File: src/hw/rtl/slmu_pkg.sv
// Shared types, codes and constant tables of the lattice mat update block.
// No dependencies; every other file of the block depends on this package.
package slmu_pkg;

	localparam int COORD_W     = 10;
	localparam int DIR_W       = 3;
	localparam int GRID_SIDE_W = 11;
	localparam int COUNT_W     = 21;
	localparam int CFG_IDX_W   = 3;
	localparam int CAUSE_W     = 2;

	localparam logic [GRID_SIDE_W-1:0] GRID_SIDE_RESET = 11'd1024;

	// Configuration register indexes.
	localparam logic [CFG_IDX_W-1:0] CFG_GRID_SIDE = 3'd0;
	localparam logic [CFG_IDX_W-1:0] CFG_SETTLE    = 3'd1;
	localparam logic [CFG_IDX_W-1:0] CFG_GROW      = 3'd2;
	localparam logic [CFG_IDX_W-1:0] CFG_REM_FIRST = 3'd3;
	localparam logic [CFG_IDX_W-1:0] CFG_REM_SECOND = 3'd4;
	localparam logic [CFG_IDX_W-1:0] CFG_REM_THIRD = 3'd5;

	// Item modes.
	localparam logic MODE_LOAD  = 1'b0;
	localparam logic MODE_EVENT = 1'b1;

	// Compare slots of the shared comparator, one per draw.
	localparam int NUM_SLOTS = 5;
	localparam int SLOT_W    = 3;
	localparam logic [SLOT_W-1:0] SLOT_SETTLE     = 3'd0;
	localparam logic [SLOT_W-1:0] SLOT_GROW       = 3'd1;
	localparam logic [SLOT_W-1:0] SLOT_REM_FIRST  = 3'd2;
	localparam logic [SLOT_W-1:0] SLOT_REM_SECOND = 3'd3;
	localparam logic [SLOT_W-1:0] SLOT_REM_THIRD  = 3'd4;

	// Removal causes.
	localparam logic [CAUSE_W-1:0] CAUSE_NONE   = 2'd0;
	localparam logic [CAUSE_W-1:0] CAUSE_FIRST  = 2'd1;
	localparam logic [CAUSE_W-1:0] CAUSE_SECOND = 2'd2;
	localparam logic [CAUSE_W-1:0] CAUSE_THIRD  = 2'd3;

	// Coordinate step codes of a neighbor offset.
	localparam logic [1:0] STEP_HOLD = 2'd0;
	localparam logic [1:0] STEP_DEC  = 2'd1;
	localparam logic [1:0] STEP_INC  = 2'd2;

	// Control bits of the grid memory port.
	typedef struct packed {
		logic rd_en;
		logic wr_en;
		logic wr_bit;
	} grid_ctl_t;

	// Row step of each of the eight neighbor directions.
	function automatic logic [1:0] row_step(input logic [DIR_W-1:0] dir);
		logic [1:0] s;
		unique case (dir)
			3'd0, 3'd3, 3'd5: s = STEP_DEC;
			3'd2, 3'd4, 3'd7: s = STEP_INC;
			default:          s = STEP_HOLD;
		endcase
		return s;
	endfunction

	// Column step of each of the eight neighbor directions.
	function automatic logic [1:0] col_step(input logic [DIR_W-1:0] dir);
		logic [1:0] s;
		unique case (dir)
			3'd0, 3'd1, 3'd2: s = STEP_DEC;
			3'd5, 3'd6, 3'd7: s = STEP_INC;
			default:          s = STEP_HOLD;
		endcase
		return s;
	endfunction

endpackage

File: src/hw/rtl/slmu_cmp.sv
// Shared threshold comparator: one draw against its threshold per cycle.
// Depends on slmu_pkg for the slot codes.
module slmu_cmp #(
	parameter int DRAW_BITS = 16
) (
	input  logic [slmu_pkg::SLOT_W-1:0]                   slot,
	input  logic [slmu_pkg::NUM_SLOTS-1:0][DRAW_BITS-1:0] draws,
	input  logic [slmu_pkg::NUM_SLOTS-1:0][DRAW_BITS:0]   thrs,
	output logic                                          hit
);
	import slmu_pkg::*;

	logic [DRAW_BITS:0] draw_sel;
	logic [DRAW_BITS:0] thr_sel;

	always_comb begin
		draw_sel = '0;
		thr_sel  = '0;
		if (slot < SLOT_W'(NUM_SLOTS)) begin
			draw_sel = {1'b0, draws[slot]};
			thr_sel  = thrs[slot];
		end
	end

	// A draw hits when it lies strictly below the threshold.
	assign hit = draw_sel < thr_sel;

endmodule

File: config.mk
export PLATFORM = sky130hd
export DESIGN_NAME = slmu_cmp
export DESIGN_NICKNAME = d
export VERILOG_FILES = /design/src/hw/rtl/slmu_pkg.sv /design/src/hw/rtl/slmu_cmp.sv
export SDC_FILE = /design/constraint.sdc
export NUM_CORES = 1
export LEC_CHECK = 0
export BUFFER_PORTS_ARGS = -buffer_cell sky130_fd_sc_hd__buf_2
export CAP_MARGIN = 20
export CORE_MARGIN = 5
export CORE_UTILIZATION = 32
export DETAILED_ROUTE_END_ITERATION = 10
export MAX_ROUTING_LAYER = met4
export PLACE_DENSITY = 0.81
export SLEW_MARGIN = 20
export SYNTH_ARGS = -nofsm -noshare
export SYNTH_HDL_FRONTEND = slang
export SYNTH_SLANG_ARGS = --single-unit
File: constraint.sdc
create_clock -name vclk -period 3.6
set_input_delay 0.72 -clock vclk [all_inputs]
set_output_delay 0.72 -clock vclk [all_outputs]
set_load 0.005 [all_outputs]
==> results of run 1 <==
==> power groups by stage <==
stage	clock (mW)	sequential, mW	combinational [mW]
finish	0	0	0.311
global route	0	0	0.345
CTS	0	0	0.312
detailed placement	0	0	0.310
global placement	0	0	0.301
floorplan	0	0	0.171
==> final timing paths <==
kind / from / endpoint / slack (ns)
setup / recovery: slot[0] / hit / -0.26
hold / removal: thrs[84] / hit / 1.82
==> routing by layer <==
layer | GRT usage (%) | wire (um) | up-vias
met5 | - | 0 | -
met4 | 1.57 | 51 | 0
met3 | 3.40 | 493 | 4
met2 | 35.2 | 3190 | 98
met1 | 24.5 | 2290 | 897
li1 | - | - | 910
==> cells by family (layout without fill, tap and decap cells) <==
| group | Yosys count | count (layout) | share of synthesized area [%] |
|---|---|---|---|
| mux | 31 | 31 | 48.7 |
| fa+ha+maj | 15 | 15 | 13.1 |
| compound gates | 47 | 47 | 25.4 |
| simple gates | 14 | 14 | 6.20 |
| buf+inv | 17 | 189 | 6.63 |
==> Yosys cell counts (2+ instances only) <==
library cell  count
ha_1             15
a21oi_1           5
a22oi_1          16
nor2_1            2
nand3_1           2
buf_6             3
nand2_1           4
buf_4             2
mux4_2           31
nand4_1           2
o21ai_0           2
a22o_1           15
inv_1             3
clkbuf_1          8
==> critical path, delay by kind of cell <==
family	cells	cell delay, ns
AOI/OAI and AO/OA	5	1.05
muxes	1	0.49
buffers and inverters	3	0.44
adders and majority gates	1	0.33
and+or+nand+nor	1	0.11
==> layout make-up <==
cell class	count	share of cell area (%)
inverters	3	0.460
multi-input cells	107	54.9
repair buffers	186	42.0
well taps	52	2.66
==> per-stage QoR <==
stage | utilization (%) | setup slack [ns] | TNS [ns] | instance area, sq um | hold slack [ns]
2_1_floorplan | - | 0.0252 | 0 | 1430 | 1.58
3_3_place_gp | 56.0 | -0.299 | -0.299 | 2440 | 1.81
3_5_place_dp | 56.0 | -0.346 | -0.346 | 2440 | 1.82
4_1_cts | 56.1 | -0.301 | -0.301 | 2440 | 1.82
5_1_grt | 56.2 | -0.454 | -0.454 | 2450 | 1.85
6_report | 56.2 | -0.265 | -0.265 | 2450 | 1.82
==> results.tsv, run 1 <==
stage	metric	value	unit
yosys	post-synth top area share	48.7	%
setup_path	Worst EP arrival	3.14	ns
sta	Slew headroom	79.0	%
setup_path	CP cell instances	buf_2 > buf_12 > mux4_2 > a22o_1 > ha_1 > nand4_1 > a311oi_2 > o311ai_1 > a2111oi_2 > o21ai_1 > buf_2	
yosys	post-synthesis sequential area ratio	0	%
layout	antenna fix cells	0	
layout	most frequent cells in the layout	buf_2 (169), mux4_2 (31), a22oi_1 (16)	
floorplanning	die footprint	0.00592	sq mm
status	violated checks	setup timing	
layout	Final #Nets	481	
floorplanning	die height	76.9	um
drt	TritonRoute pass-1 iters	4	
clock_network	postcts setup bufs	0	
setup_path	crit-path most repeated cell	buf_2	
power_and_ir_drop	Psw	121	uW
yosys	post-synth top area cell	mux4_2	
power_and_ir_drop	Flop pwr share	0	%
layout	area of the multi-input gates	0.00135	sq mm
yosys	yosys synthesis warning count	0	
layout	seq_cells	0	
sta	Max Fclk	0.259	GHz
global_route	initial antenna violation count	0	
placed_design	placed insts	348	
clock_network	post-CTS resize count	1	
layout	Synth-to-Final Area Change	70.8	%
floorplanning	CORE AREA	0.00435	sq mm
global_route	first-pass GRT wire length	9530	um
layout	Reg area	0	sq um
placed_design	DP HPWL	5400	um
worst_hold_path	Hold Path Stages	4	
global_route	vias in the first global route	2041	
status	status	finished with violations	
setup_path	Crit Path Category	in2out	
power_and_ir_drop	Clock power frac	0	%
drt	DR vias/cell	5.49	
yosys	cell area after synthesis	0.00143	sq mm
yosys	Synth Area per Inst	11.6	sq um
layout	# fillers	411	
setup_path	crit-path max FO	11	
setup_path	CP required	2.88	ns
global_route	grt ovf	0	
power_and_ir_drop	Int Power	190	uW
power_and_ir_drop	Comb pwr share	100.0	%
placed_design	port bufs	169	
global_route	gr usage total	19.9	%
sta	Worst-Margin Slew	0.311	ns
drt	DRC Markers	0	
sta	final critical-path required period	3.86	ns
placed_design	GPL Wtd Cong	0.879	
sta	final setup margin	-0.265	ns
yosys	synth unique cells	28	
drt	via count	1909	
run	# Max-Cap Violations	0	
floorplanning	FP Rows	24	
floorplanning	initial core utilization	32.9	%
setup_path	Largest stage delay, worst path	0.49	ns
sta	Max Transition Viols Final	0	
drt	DR iter-0 viols	71	
yosys	Post-Syn Nets	307	
setup_path	Worst setup EP type	output pin	
worst_hold_path	worst hold path type	in2out	
layout	commonest non-fill, non-tap cell in the layout	buf_2	
power_and_ir_drop	Pwr Density	127	mW/mm^2
yosys	synth top area cells	mux4_2 (49%), ha_1 (13%), a22o_1 (9.2%)	
sta	RSZ-0062 raised after global routing	true	
sta	Final period util	107	%
layout	fraction of layout cells with a size suffix above 1	74.3	%
setup_path	CP max stage cell	mux4_2	
layout	Non-Filler Instances	348	
power_and_ir_drop	Power Total	311	uW
yosys	cell count after synthesis	124	
setup_path	CP startpoint kind	primary input	
clock_network	Hold-fix buffers, CTS	0	
floorplanning	die span in x	76.9	um
sta	Final Hold Fails	0	
power_and_ir_drop	Sw Ratio	39.0	%
drt	Detailed Route WL	6030	um
floorplanning	IO Pins	169	
power_and_ir_drop	Pleak	1.26	nW
sta	Setup Viol. Count Final	1	
power_and_ir_drop	Max IR drop VDD	48.6	uV
drt	routed len/inst	17.3	um
layout	clock buffers	0	
drt	Post-DRT Antenna Nets	0	
global_route	pin count of the biggest net entering global routing	17	
No activity file was read; power rests on OpenSTA's default activity.
==> inputs of run 2 (changes only) <==
Settings changed: CORE_UTILIZATION 32 to 35, PLACE_DENSITY 0.81 to 0.84.
Clock period 3.6 ns to 4.2 ns, I/O delays scaled along.
==> run 2 against run 1 <==
Effect of this change:
- the run now ends clean
- sequential share of layout area stayed put
- critical path depth stayed put
- flip-flop and latch count stayed put
- critical path type unchanged
- setup slack better by 0.39 ns
- die area is 7.5% lower
- largest power group unchanged
==> results.tsv, run 2 (synthesis gave the netlist of run 1 again) <==
stage	metric	value	unit
layout	most frequent cells in the layout	buf_2 (168), mux4_2 (31), a22o_1 (15)	
sta	Worst-Margin Slew	0.549	ns
layout	Synth-to-Final Area Change	75.9	%
global_route	gr usage total	21.6	%
floorplanning	initial core utilization	35.8	%
drt	TritonRoute pass-1 iters	4	
floorplanning	die footprint	0.00548	sq mm
layout	Design Area, Final	0.00252	sq mm
placed_design	DP HPWL	5150	um
layout	Final #Nets	478	
layout	Layout Utilization	63.1	%
sta	Final Hold Fails	0	
layout	seq_cells	0	
setup_path	Worst EP arrival	3.24	ns
setup_path	Worst setup EP type	output pin	
worst_hold_path	worst hold path type	in2out	
drt	Detailed Route WL	6060	um
floorplanning	die span in x	74.0	um
sta	Max Fclk	0.245	GHz
setup_path	crit-path max FO	5	
placed_design	Cell Area, Placed	0.00237	sq mm
sta	Final period util	97.0	%
layout	commonest non-fill, non-tap cell in the layout	buf_2	
setup_path	CP required	3.36	ns
sta	final setup margin	0.124	ns
drt	Post-DRT Antenna Nets	0	
floorplanning	die height	74.0	um
layout	antenna fix cells	0	
global_route	initial antenna violation count	0	
sta	RSZ-0062 raised after global routing	false	
setup_path	CP startpoint kind	primary input	
layout	clock buffers	0	
global_route	grt ovf	0	
drt	DRC Markers	0	
layout	fraction of layout cells with a size suffix above 1	75.4	%
sta	Slew headroom	63.3	%
run	# Max-Cap Violations	0	
placed_design	GPL Wtd Cong	0.805	
drt	routed len/inst	17.7	um
drt	DR vias/cell	5.53	
floorplanning	CORE AREA	0.00400	sq mm
sta	final critical-path required period	4.08	ns
placed_design	pre-CTS WS	-0.0620	ns
layout	Reg area	0	sq um
power_and_ir_drop	Pleak	1.27	nW
drt	via count	1897	
power_and_ir_drop	Max IR drop VDD	55.3	uV
status	status	finished, final reports clean	
global_route	pin count of the biggest net entering global routing	33	
sta	Max Transition Viols Final	0	
floorplanning	FP Rows	23	
sta	Fin Setup TNS	0	ns
power_and_ir_drop	Pwr Density	109	mW/mm^2
drt	DR iter-0 viols	70	
floorplanning	IO Pins	169	
setup_path	Crit Path Category	in2out	
global_route	first-pass GRT wire length	9140	um
sta	Setup Viol. Count Final	0	
global_route	vias in the first global route	2043	
placed_design	port bufs	169	
-- run 2: cell count changes in the layout (fill, tap and decap cells not counted), moves of 2 or more --
cell       delta
buf_16        +2
a22oi_1       -2
a22oi_2       +2
clkbuf_16     +2
buf_4         -5
-- run 2: per-stage QoR --
| step | power (mW) | std cells | hold slack [ns] |
|---|---|---|---|
| after floorplan | 0.146 | 124 | 1.82 |
| after global placement | 0.250 | 337 | 2.07 |
| after detailed placement | 0.256 | 337 | 2.07 |
| after CTS | 0.264 | 340 | 2.07 |
| after global routing | 0.305 | 343 | 2.10 |
| final | 0.274 | 343 | 2.04 |
-- run 2: final timing paths --
kind / start / endpoint / slack (ns) / cells past startpoint
setup / recovery: slot[0] / hit / 0.12 / 11
hold / removal: thrs[84] / hit / 2.04 / 4
-- run 2: final cells by class --
type	instances	area [sq um]
fill	353	1480
multi-input combinational	107	1380
timing repair buffer	183	1070
tap	50	62.6
inverter	3	11.3
-- run 2: timing repair --
action / CTS / global route
resized for setup: 5 / 5
hold buffers: 0 / 0
pin swaps: 7 / 5
setup endpoints to repair: 1 / 1
gates cloned: 1 / 2
setup buffers: 2 / 1
-- run 2: worst max-delay path: stages --
cell,delay (ns)
buf_8,0.13
buf_16,0.13
mux4_2,0.48
a22o_1,0.21
ha_1,0.30
nand4_1,0.12
a311oi_2,0.29
o311ai_2,0.17
a2111oi_2,0.32
o21ai_1,0.11
buf_2,0.14
-- run 2: power by group --
group	switching, mW	total, mW	internal (mW)
clock	0	0	0
sequential	0	0	0
combinational	0.106	0.274	0.168
-- run 2: per-layer routing --
layer / part of all wire (%) / track usage [%] / up-vias
li1: - / - / 907
met1: 37 / 26.6 / 888
met2: 53 / 38.9 / 94
met3: 8.9 / 2.30 / 8
met4: 1.4 / 2.82 / 0
met5: 0 / - / -
==> inputs of run 3 (changes only) <==
Settings changed: CORE_ASPECT_RATIO set to 1.75.
==> run 3 against run 2 <==
Effect of this change:
- flip-flop and latch count unchanged
- clock-buffer cell count stayed put
- first-iteration DRC count is 30% lower
- combinational power decreased by 1%
- sequential share of layout area unchanged
- wire length increased by 6.3%
- final cell count increased by 0.58%
- non-clock buffer count up 4
- critical endpoint unchanged
- largest cell class unchanged
==> results.tsv, run 3 (synthesis gave the netlist of run 1 again) <==
stage	metric	value	unit
global_route	GR Layer Usage met1	25.7	%
layout	Non-Filler Instances	345	
layout	seq_cells	0	
sta	Slew headroom	75.9	%
global_route	gr busiest metal	met2	
power_and_ir_drop	Flop pwr share	0	%
placed_design	port bufs	169	
global_route	first-pass GRT wire length	9880	um
sta	Fin Hold WS	2.03	ns
drt	via count	1948	
drt	DRC Markers	0	
global_route	vias in the first global route	2212	
worst_hold_path	hold wc startpoint	thrs[84]	
global_route	gr usage total	23.2	%
power_and_ir_drop	Comb pwr share	100.0	%
setup_path	Crit Path Category	in2out	
power_and_ir_drop	Sw Ratio	38.7	%
layout	antenna fix cells	0	
sta	Final Hold Fails	0	
power_and_ir_drop	Int Power	165	uW
global_route	grt ovf	0	
layout	most frequent cells in the layout	buf_2 (167), mux4_2 (31), a22oi_1 (16)	
sta	final setup margin	0.0982	ns
setup_path	CP startpoint kind	primary input	
worst_hold_path	worst hold path type	in2out	
floorplanning	initial core utilization	36.4	%
power_and_ir_drop	Pleak	1.27	nW
status	status	finished, final reports clean	
worst_hold_path	Hold Path Stages	4	
drt	DR vias/cell	5.65	
power_and_ir_drop	Max IR drop VDD	66.9	uV
drt	TritonRoute pass-1 iters	4	
power_and_ir_drop	Pwr Density	109	mW/mm^2
global_route	met3 Usage GRT	2.19	%
layout	fraction of layout cells with a size suffix above 1	75.1	%
drt	Post-DRT Antenna Nets	0	
placed_design	GPL Wtd Cong	0.876	
setup_path	Worst setup EP type	output pin	
power_and_ir_drop	Power Total	270	uW
drt	DR iter-0 viols	49	
global_route	initial antenna violation count	0	
drt	Detailed Route WL	6440	um
sta	Setup Viol. Count Final	0	
placed_design	DP HPWL	5770	um
run	# Max-Cap Violations	0	
global_route	M2 GR Usage	43.8	%
layout	# fillers	372	
floorplanning	FP Rows	30	
sta	final critical-path required period	4.10	ns
layout	clock buffers	0	
clock_network	Hold-fix buffers, CTS	0	
sta	Worst-Margin Slew	0.361	ns
setup_path	Worst EP arrival	3.26	ns
floorplanning	die footprint	0.00553	sq mm
power_and_ir_drop	Clock power frac	0	%
setup_path	crit-path max FO	4	
layout	Final #Nets	482	
setup_path	CP required	3.36	ns
sta	RSZ-0062 raised after global routing	true	
sta	Fin Setup TNS	0	ns
global_route	pin count of the biggest net entering global routing	22	
sta	Max Fclk	0.244	GHz
layout	Reg area	0	sq um
floorplanning	die span in x	58.4	um
floorplanning	CORE AREA	0.00394	sq mm
placed_design	placed insts	338	
floorplanning	IO Pins	169	
placed_design	pre-CTS WS	-0.0845	ns
sta	Final period util	97.7	%
sta	Max Transition Viols Final	0	
floorplanning	die height	94.7	um
layout	Synth-to-Final Area Change	73.2	%
layout	commonest non-fill, non-tap cell in the layout	buf_2	
power_and_ir_drop	Psw	105	uW
worst_hold_path	Hold Crit Endpoint	hit	
drt	routed len/inst	18.7	um
[run 3: worst max path at each step]
stage / start / end / slack [ns]
2_1_floorplan: slot[0] / hit / 0.39
3_3_place_gp: slot[0] / hit / 0.02
3_5_place_dp: slot[0] / hit / -0.08
4_1_cts: slot[0] / hit / 0.04
5_1_grt: slot[0] / hit / -0.05
6_report: slot[0] / hit / 0.1
[run 3: timing repair]
item / CTS / global route
setup buffers: 0 / 7
endpoints found under the setup margin: 1 / 1
gates resized for setup: 2 / 9
pin swaps: 0 / 8
[run 3: layout make-up]
cell class	instances	area, sq um	share of cell area [%]
Timing Repair Buffer	187	1050	42.2
Multi-Input combinational cell	107	1370	55.0
Inverter	3	11.3	0.453
Tap cell	48	60.1	2.42
[run 3: through the flow]
| stage | instance area (sq um) | utilization, % |
|---|---|---|
| after floorplan | 1430 | - |
| after global placement | 2360 | 60.0 |
| after detailed placement | 2360 | 60.0 |
| after CTS | 2370 | 60.2 |
| after global routing | 2480 | 63.0 |
| final | 2480 | 63.0 |
[run 3: power by group through the flow]
stage,logic [mW],clock network (mW),registers (mW)
detailed placement,0.256,0,0
global placement,0.248,0,0
floorplan,0.146,0,0
finish,0.270,0,0
CTS,0.258,0,0
global route,0.300,0,0
[run 3: per-layer routing]
layer  part of all wire, %  wire length, um
met5                     0                0
met4                   1.8              117
met3                   6.8              435
met2                    57             3680
met1                    34             2200
[run 3: critical path, stage by stage]
cell and delay [ns]:
buf_12 0.09, buf_8 0.10, mux4_2 0.48, a22o_1 0.25, ha_4 0.28, nand4_1 0.11
a311oi_2 0.34, o311ai_2 0.17, a2111oi_2 0.36, o21ai_1 0.10, buf_2 0.14
